### src/hdl/ufr_pkg.sv
// ----------------------------------------------------------------------------
// ufr_pkg
// Shared types, codes and the bytewise CRC-16/XMODEM update for the framed
// packet receiver.
// ----------------------------------------------------------------------------
package ufr_pkg;

    localparam logic [7:0]  START_BYTE  = 8'h02;
    localparam logic [7:0]  FOOTER_BYTE = 8'h03;
    localparam logic [15:0] CRC_POLY    = 16'h1021;

    localparam int unsigned CFG_INDEX_W = 8;
    localparam logic [CFG_INDEX_W-1:0] REG_EXPECTED_TYPE = 8'd0;
    localparam logic [CFG_INDEX_W-1:0] REG_MIN_LENGTH    = 8'd1;

    localparam logic [7:0] EXPECTED_TYPE_RESET = 8'h32;
    localparam logic [7:0] MIN_LENGTH_RESET    = 8'd6;

    localparam logic       KIND_DATA    = 1'b0;
    localparam logic       KIND_VERDICT = 1'b1;

    localparam logic [2:0] STATUS_OK        = 3'd0;
    localparam logic [2:0] STATUS_TOO_SHORT = 3'd1;
    localparam logic [2:0] STATUS_BAD_TYPE  = 3'd2;
    localparam logic [2:0] STATUS_BAD_FOOT  = 3'd3;
    localparam logic [2:0] STATUS_BAD_CRC   = 3'd4;

    typedef struct packed {
        logic [7:0] expected_type;
        logic [7:0] min_length;
    } ufr_cfg_t;

    typedef struct packed {
        logic        kind;
        logic [7:0]  data_byte;
        logic [2:0]  status;
        logic [31:0] value_mask;
    } ufr_result_t;

    // MSB-first CRC-16 update over one byte, eight shift steps
    function automatic logic [15:0] crc16_byte(input logic [15:0] crc_in,
                                               input logic [7:0]  data_in);
        logic [15:0] c;
        c = crc_in ^ {data_in, 8'h00};
        for (int k = 0; k < 8; k++)
        begin
            if (c[15])
                c = {c[14:0], 1'b0} ^ CRC_POLY;
            else
                c = {c[14:0], 1'b0};
        end
        return c;
    endfunction

endpackage

### src/hdl/uart_frame_receiver_crc16.sv
// ----------------------------------------------------------------------------
// uart_frame_receiver_crc16
// Framed serial byte receiver with CRC-16/XMODEM check, payload streaming
// and an end-of-frame verdict.
//
// channel  dir  handshake             payload
// s_*      in   s_tvalid / s_tready   s_tdata[7:0] rx_byte
// m_*      out  m_tvalid / m_tready   m_tdata data_byte,status,value_mask
//                                     m_tuser kind
// cfg_*    in   cfg_valid / cfg_ready cfg_index, cfg_data
//
// One byte per cycle while s_tready is high; the decode is one pass of logic into
// the output register, or into the skid entry while the output is stalled.
// s_tready drops only while the skid entry holds a result (m_tready low
// with the output register full); it is registered.
// cfg_ready is always high. Reset clears frame state and loads the
// register defaults; no clearing pass.
// ----------------------------------------------------------------------------
module uart_frame_receiver_crc16
(
    input  logic                             clk,
    input  logic                             rst_n,
    input  logic                             s_tvalid,
    output logic                             s_tready,
    input  logic [7:0]                       s_tdata,   // [7:0] rx_byte
    output logic                             m_tvalid,
    input  logic                             m_tready,
    output logic [47:0]                      m_tdata,   // [7:0] data_byte, [10:8] status,
                                                        // [42:11] value_mask, rest zero
    output logic                             m_tuser,   // [0] kind
    input  logic                             cfg_valid,
    output logic                             cfg_ready,
    input  logic [ufr_pkg::CFG_INDEX_W-1:0]  cfg_index,
    input  logic [7:0]                       cfg_data
);
    import ufr_pkg::*;

    ufr_cfg_t    cfg_reg;
    ufr_cfg_t    cfg_next;
    logic        s_accept;
    logic        res_valid;
    ufr_result_t res;
    ufr_result_t out_res;

    assign cfg_ready = 1'b1;
    assign s_accept  = s_tvalid && s_tready;

    always_comb
    begin
        cfg_next = cfg_reg;
        if (cfg_valid)
        begin
            if (cfg_index == REG_EXPECTED_TYPE)
                cfg_next.expected_type = cfg_data;
            else if (cfg_index == REG_MIN_LENGTH)
                cfg_next.min_length = cfg_data;
        end
    end

    always_ff @(posedge clk or negedge rst_n)
    begin
        if (!rst_n)
        begin
            cfg_reg.expected_type <= EXPECTED_TYPE_RESET;
            cfg_reg.min_length    <= MIN_LENGTH_RESET;
        end
        else
        begin
            cfg_reg <= cfg_next;
        end
    end

    ufr_parser u_parser
    (
        .clk       (clk),
        .rst_n     (rst_n),
        .in_valid  (s_accept),
        .in_byte   (s_tdata),
        .cfg       (cfg_reg),
        .res_valid (res_valid),
        .res       (res)
    );

    ufr_out_buf u_out_buf
    (
        .clk       (clk),
        .rst_n     (rst_n),
        .in_valid  (res_valid),
        .in_res    (res),
        .in_ready  (s_tready),
        .out_valid (m_tvalid),
        .out_ready (m_tready),
        .out_res   (out_res)
    );

    assign m_tdata = {5'b0, out_res.value_mask, out_res.status, out_res.data_byte};
    assign m_tuser = out_res.kind;

    a_skid_needs_out: assert property (@(posedge clk) disable iff (!rst_n)
        !s_tready |-> m_tvalid)
        else $error("skid entry full with output register empty");

    a_verdict_no_data: assert property (@(posedge clk) disable iff (!rst_n)
        (m_tvalid && m_tuser == KIND_VERDICT) |-> (out_res.data_byte == 8'h00))
        else $error("verdict carries a data byte");

    a_data_clean: assert property (@(posedge clk) disable iff (!rst_n)
        (m_tvalid && m_tuser == KIND_DATA) |->
        (out_res.status == STATUS_OK && out_res.value_mask == 32'h0))
        else $error("payload transaction carries verdict fields");

    a_status_range: assert property (@(posedge clk) disable iff (!rst_n)
        m_tvalid |-> (out_res.status <= STATUS_BAD_CRC))
        else $error("status code out of range");

endmodule

### src/hdl/ufr_parser.sv
// ----------------------------------------------------------------------------
// ufr_parser
// Frame state and per-byte decode: index tracking, CRC, mask capture,
// payload pass-through and end-of-frame verdict.
// ----------------------------------------------------------------------------
module ufr_parser
(
    input  logic                 clk,
    input  logic                 rst_n,
    input  logic                 in_valid,
    input  logic [7:0]           in_byte,
    input  ufr_pkg::ufr_cfg_t    cfg,
    output logic                 res_valid,
    output ufr_pkg::ufr_result_t res
);
    import ufr_pkg::*;

    logic        in_frame_reg,     in_frame_next;
    logic [8:0]  byte_index_reg,   byte_index_next;
    logic [8:0]  end_index_reg,    end_index_next;
    logic [15:0] running_crc_reg,  running_crc_next;
    logic [15:0] received_crc_reg, received_crc_next;
    logic [31:0] mask_word_reg,    mask_word_next;
    logic [7:0]  type_seen_reg,    type_seen_next;
    logic [7:0]  length_seen_reg,  length_seen_next;

    logic [8:0]  len_ext;
    logic [8:0]  len_p1;
    logic [8:0]  len_p2;
    logic [8:0]  len_p3;
    logic        close_frame;

    assign len_ext = {1'b0, length_seen_next};
    assign len_p1  = len_ext + 9'd1;
    assign len_p2  = len_ext + 9'd2;
    assign len_p3  = len_ext + 9'd3;

    always_comb
    begin
        in_frame_next     = in_frame_reg;
        byte_index_next   = byte_index_reg;
        end_index_next    = end_index_reg;
        running_crc_next  = running_crc_reg;
        received_crc_next = received_crc_reg;
        mask_word_next    = mask_word_reg;
        type_seen_next    = type_seen_reg;
        length_seen_next  = length_seen_reg;
        close_frame       = 1'b0;
        res_valid         = 1'b0;
        res.kind          = KIND_DATA;
        res.data_byte     = 8'h00;
        res.status        = STATUS_OK;
        res.value_mask    = 32'h0;

        if (in_valid && !in_frame_reg)
        begin
            if (in_byte == START_BYTE)
            begin
                in_frame_next     = 1'b1;
                byte_index_next   = 9'd1;
                end_index_next    = 9'd0;
                running_crc_next  = 16'h0;
                received_crc_next = 16'h0;
                mask_word_next    = 32'h0;
                type_seen_next    = 8'h0;
                length_seen_next  = 8'h0;
            end
        end
        else if (in_valid)
        begin
            if (byte_index_reg == 9'd1)
            begin
                length_seen_next = in_byte;
                end_index_next   = {1'b0, in_byte} + 9'd4;
            end
            if (byte_index_reg == 9'd2)
                type_seen_next = in_byte;
            unique case (byte_index_reg)
                9'd3:    mask_word_next[31:24] = in_byte;
                9'd4:    mask_word_next[23:16] = in_byte;
                9'd5:    mask_word_next[15:8]  = in_byte;
                9'd6:    mask_word_next[7:0]   = in_byte;
                default: mask_word_next        = mask_word_reg;
            endcase
            if (byte_index_reg >= 9'd2 && byte_index_reg <= len_p1)
                running_crc_next = crc16_byte(running_crc_reg, in_byte);
            if (byte_index_reg == len_p2)
                received_crc_next[15:8] = in_byte;
            if (byte_index_reg == len_p3)
                received_crc_next[7:0] = in_byte;

            close_frame = (byte_index_reg >= 9'd2) && (byte_index_reg == end_index_next);

            if (close_frame)
            begin
                res_valid      = 1'b1;
                res.kind       = KIND_VERDICT;
                res.value_mask = mask_word_next;
                priority if (length_seen_next < cfg.min_length)
                    res.status = STATUS_TOO_SHORT;
                else if (type_seen_next != cfg.expected_type)
                    res.status = STATUS_BAD_TYPE;
                else if (in_byte != FOOTER_BYTE)
                    res.status = STATUS_BAD_FOOT;
                else if (running_crc_next != received_crc_next)
                    res.status = STATUS_BAD_CRC;
                else
                    res.status = STATUS_OK;
                in_frame_next   = 1'b0;
                byte_index_next = 9'd0;
            end
            else
            begin
                byte_index_next = byte_index_reg + 9'd1;
                if (byte_index_reg >= 9'd7 && byte_index_reg <= len_p1)
                begin
                    res_valid     = 1'b1;
                    res.data_byte = in_byte;
                end
            end
        end
    end

    always_ff @(posedge clk or negedge rst_n)
    begin
        if (!rst_n)
        begin
            in_frame_reg     <= 1'b0;
            byte_index_reg   <= 9'd0;
            end_index_reg    <= 9'd0;
            running_crc_reg  <= 16'h0;
            received_crc_reg <= 16'h0;
            mask_word_reg    <= 32'h0;
            type_seen_reg    <= 8'h0;
            length_seen_reg  <= 8'h0;
        end
        else
        begin
            in_frame_reg     <= in_frame_next;
            byte_index_reg   <= byte_index_next;
            end_index_reg    <= end_index_next;
            running_crc_reg  <= running_crc_next;
            received_crc_reg <= received_crc_next;
            mask_word_reg    <= mask_word_next;
            type_seen_reg    <= type_seen_next;
            length_seen_reg  <= length_seen_next;
        end
    end

endmodule

### src/hdl/ufr_out_buf.sv
// ----------------------------------------------------------------------------
// ufr_out_buf
// Output register with a skid entry; input side ready is registered.
// ----------------------------------------------------------------------------
module ufr_out_buf
(
    input  logic                 clk,
    input  logic                 rst_n,
    input  logic                 in_valid,
    input  ufr_pkg::ufr_result_t in_res,
    output logic                 in_ready,
    output logic                 out_valid,
    input  logic                 out_ready,
    output ufr_pkg::ufr_result_t out_res
);
    import ufr_pkg::*;

    logic        out_valid_reg,  out_valid_next;
    logic        skid_valid_reg, skid_valid_next;
    ufr_result_t out_reg,        out_next;
    ufr_result_t skid_reg,       skid_next;

    assign in_ready  = !skid_valid_reg;
    assign out_valid = out_valid_reg;
    assign out_res   = out_reg;

    always_comb
    begin
        out_valid_next  = out_valid_reg;
        skid_valid_next = skid_valid_reg;
        out_next        = out_reg;
        skid_next       = skid_reg;
        if (!out_valid_reg || out_ready)
        begin
            if (skid_valid_reg)
            begin
                out_next        = skid_reg;
                out_valid_next  = 1'b1;
                skid_valid_next = 1'b0;
            end
            else
            begin
                out_next       = in_res;
                out_valid_next = in_valid;
            end
        end
        else if (in_valid)
        begin
            skid_next       = in_res;
            skid_valid_next = 1'b1;
        end
    end

    always_ff @(posedge clk or negedge rst_n)
    begin
        if (!rst_n)
        begin
            out_valid_reg  <= 1'b0;
            skid_valid_reg <= 1'b0;
        end
        else
        begin
            out_valid_reg  <= out_valid_next;
            skid_valid_reg <= skid_valid_next;
        end
    end

    always_ff @(posedge clk)
    begin
        out_reg  <= out_next;
        skid_reg <= skid_next;
    end

endmodule
### config.mk
export PLATFORM = sky130hd
export DESIGN_NAME = uart_frame_receiver_crc16
export DESIGN_NICKNAME = d
export VERILOG_FILES = /design/src/hdl/ufr_pkg.sv /design/src/hdl/uart_frame_receiver_crc16.sv /design/src/hdl/ufr_parser.sv /design/src/hdl/ufr_out_buf.sv
export SDC_FILE = /design/constraint.sdc
export NUM_CORES = 1
export LEC_CHECK = 0
export BUFFER_PORTS_ARGS = -buffer_cell sky130_fd_sc_hd__buf_2
export CAP_MARGIN = 40
export CORE_MARGIN = 5
export CORE_UTILIZATION = 55
export DETAILED_ROUTE_END_ITERATION = 7
export PLACE_DENSITY = 0.77
export SLEW_MARGIN = 5
export SYNTH_ARGS = -nofsm -noshare
export SYNTH_HDL_FRONTEND = slang
export SYNTH_SLANG_ARGS = --single-unit
### constraint.sdc
create_clock -name clk -period 6.6 [get_ports clk]
set_input_delay 0.33 -clock clk [delete_from_list [all_inputs] [get_ports clk]]
set_output_delay 0.33 -clock clk [all_outputs]
set_load 0.1 [all_outputs]
==> reports/metrics.yaml <==
run_status: "complete, no violations"
grt_max_degree: 54
hpwlAfterDp_mm: 19.6
worst_skew_pair.late_latency_ns: 0.52
yosysWarnings: 0
post-route-period-util_pct: 93.5
overflow: 0
clock_sinks: 205
cts-root-buf: "clkbuf_16"
avgRoutedWirePerCell_um: 20.0
layout_common_cells: "dfrtp_1, nand2_1, edfxtp_1"
drtAntennaViolNets: 0
finalWeightedCongestion: 0.993
num-fill-cells: 1614
switching_share_pct: 44.2
hold_path.class: "in2reg"
cp-end-kind: "register"
p_seq_share_pct: 29.3
die_w_um: 152
nNetsFinal: 1179
cts_tree: "yes"
io_buffers: 74
antenna_found_initial: 0
tightest_slew_ns: 0.792
num_antenna_cells: 0
critPathKind: "reg2reg"
route.detailed.drc: 0
ys_seq_area_share_pct: 50.4
timing.setup.tns_ns: 0
vdd_drop_max_uv: 264
core_mm2: 0.0197
ys_ff_latch: 205
worst_slack_ns: 0.428
pre_cts_slack_ns: 0.606
setup_viol: 0
layout_commonest_cell: "dfrtp_1"
drv_cap: 0
start_util_pct: 56.3
crit_fanout: 8
synthFlopType: "dfrtp_1"
leakage_nw: 5.97
path_clk_slew_ns: 0.06
p_comb_share_pct: 51.4
maxSlewViolCount: 0
io_pins: 81
p_clk_share_pct: 19.3
async_reset_ff_share_pct: 57.1
rsz0062_at_grt: "no"
fin_skew_ns: 0.0143
drtIter0Drc: 988
cts_buffers: 23
via_per_inst: 6.05
syn_inst: 1045
grt_pass1_wl_mm: 44.3
clk_path_buf_depth: 3
maxSlewHeadroom_pct: 46.7
row_count: 51
p_per_area_mw_per_mm2: 495
die_area_mm2: 0.0230
drt_first_pass_iters: 6
htree_num_levels: 1
grt_use_total_pct: 24.4
vias: 8505
startpoint_type: "register"
drive_above_1_share_pct: 16.9
synth_area_mm2: 0.0111
synth_edf_count: 88
area_growth_pct: 13.6
layout_min_cycle_time_ns: 6.17
wl_mm: 28.0
switching_power_w: 0.00275
final_hold_viol_count: 0
intPower_w: 0.00347
required_ns: 6.86
die_height_um: 152
grt_pass1_vias: 8241
ys_types: 74
arrival_ns: 6.43
synth.avg_cell_area_um2: 10.6
max_freq_mhz: 162
[final cells by class]
class	instances	area [µm²]	area share [%]
clock inverters	11	95.1	0.757
repair buffers	121	748	5.95
flip-flops and latches	205	5580	44.4
multi-input cells	743	5090	40.5
clock buffers	31	616	4.90
well taps	265	332	2.64
inverters	29	109	0.866
[power groups by stage]
stage / registers [W] / clock network, W / logic [W]
final: 0.00182 / 0.00120 / 0.00320
after global routing: 0.00185 / 0.00128 / 0.00347
after CTS: 0.00182 / 0.00122 / 0.00317
after detailed placement: 0.00184 / 0 / 0.00315
after global placement: 0.00183 / 0 / 0.00311
after floorplan: 0.00220 / 0 / 0.00206
[worst paths after layout]
check / start / end / slack, ns / cells after the start
worst max-delay path: u_parser.byte_index_reg[3] / u_out_buf.skid_reg[34] / 0.43 / 24
min in group asynchronous: rst_n / u_parser.running_crc_reg[13] / 0.36 / 2
worst min-delay path: cfg_data[7] / cfg_reg[7] / 0.06 / 2
worst min register to register: u_parser.mask_word_reg[1] / u_parser.mask_word_reg[1] / 0.49 / 1
max in group asynchronous: rst_n / cfg_reg[2] / 5.16 / 4
worst max register to register: u_parser.byte_index_reg[3] / u_out_buf.skid_reg[34] / 0.43 / 24
[metal layers]
layer	part of all wire, %	global-route usage (%)	up-vias
li1	-	-	3954
met3	7.3	4.10	72
met2	46	39.7	369
met5	0	0	-
met1	43	33.8	4110
met4	3.3	7.64	0
[critical path, stage by stage, from the launching register on]
cell and delay [ns]:
dfrtp_1 0.37, or4_1 0.72, nor4_4 0.59, a22oi_1 0.16, and2_1 0.24, inv_1 0.14
ha_1 0.19, nand3_1 0.09, nor2_1 0.14, xnor2_1 0.13, ha_1 0.27, and3_1 0.20
nand3_1 0.09, o21bai_1 0.11, a31oi_1 0.16, nor2_1 0.45, buf_4 0.28, mux2i_1 0.28
o22ai_1 0.13, a211oi_1 0.26, a21oi_1 0.10, a21oi_1 0.14, nand4_1 0.11, nor4_2 0.30
and4b_1 0.24
[cells by family (layout without fill, tap and decap cells)]
group,after synthesis,after routing,share of synthesized area (%)
AND/OR/NAND/NOR,288,288,13.0
XOR/XNOR,84,84,6.72
buffers and inverters,101,192,3.78
multiplexers,56,56,5.28
AO/OA/AOI/OAI,282,282,17.7
other,2,6,0.0679
adder cells (fa/ha/maj),27,27,3.05
flip-flops,205,205,50.4
[through the flow]
| step | std cells | util [%] | cell area, µm² | total power (W) | hold slack [ns] |
|---|---|---|---|---|---|
| finish | 1405 | 63.9 | 12600 | 0.00622 | 0.0613 |
| CTS | 1405 | 63.9 | 12600 | 0.00621 | 0.0503 |
| global route | 1405 | 63.9 | 12600 | 0.00660 | 0.0505 |
| detailed placement | 1362 | 60.3 | 11800 | 0.00499 | 0.372 |
| global placement | 1361 | 60.1 | 11800 | 0.00494 | 0.363 |
| floorplan | 1049 | - | 11100 | 0.00426 | 0.0344 |
[what timing repair did]
item                                   4_1_cts  5_1_grt
resized for setup                            0        0
hold buffers                                 1        0
endpoints found under the hold margin       44        0
setup buffers                                0        0
[synthesized netlist by cell type, types with 4 or more instances]
master	number	area [µm²]
o21a_1	5	37.5
a22oi_1	14	105
dfrtp_1	112	2800
nand2b_1	7	43.8
buf_4	7	52.6
and2_1	9	56.3
o31ai_1	5	37.5
xor2_1	22	193
o22ai_1	6	37.5
nor2_1	83	312
buf_1	6	22.5
inv_1	26	97.6
nor3b_1	4	30.0
nand2_1	89	334
a21oi_1	52	260
or3_1	4	25.0
o21ai_1	5	25.0
nand3_1	28	140
nor4_1	7	43.8
a22o_1	48	420
mux2_2	18	203
ha_1	27	338
edfxtp_1	88	2640
nor2b_1	4	25.0
dfstp_2	5	131
a32o_1	13	130
and3_1	6	37.5
o21ai_0	52	260
xnor2_1	61	534
a211oi_1	9	67.6
buf_2	4	20.0
nand4_1	5	31.3
clkbuf_1	54	203
mux2i_1	37	370
nor3_1	12	60.1
a21o_1	48	360
Note: power is estimated with default switching activity, not from simulation.
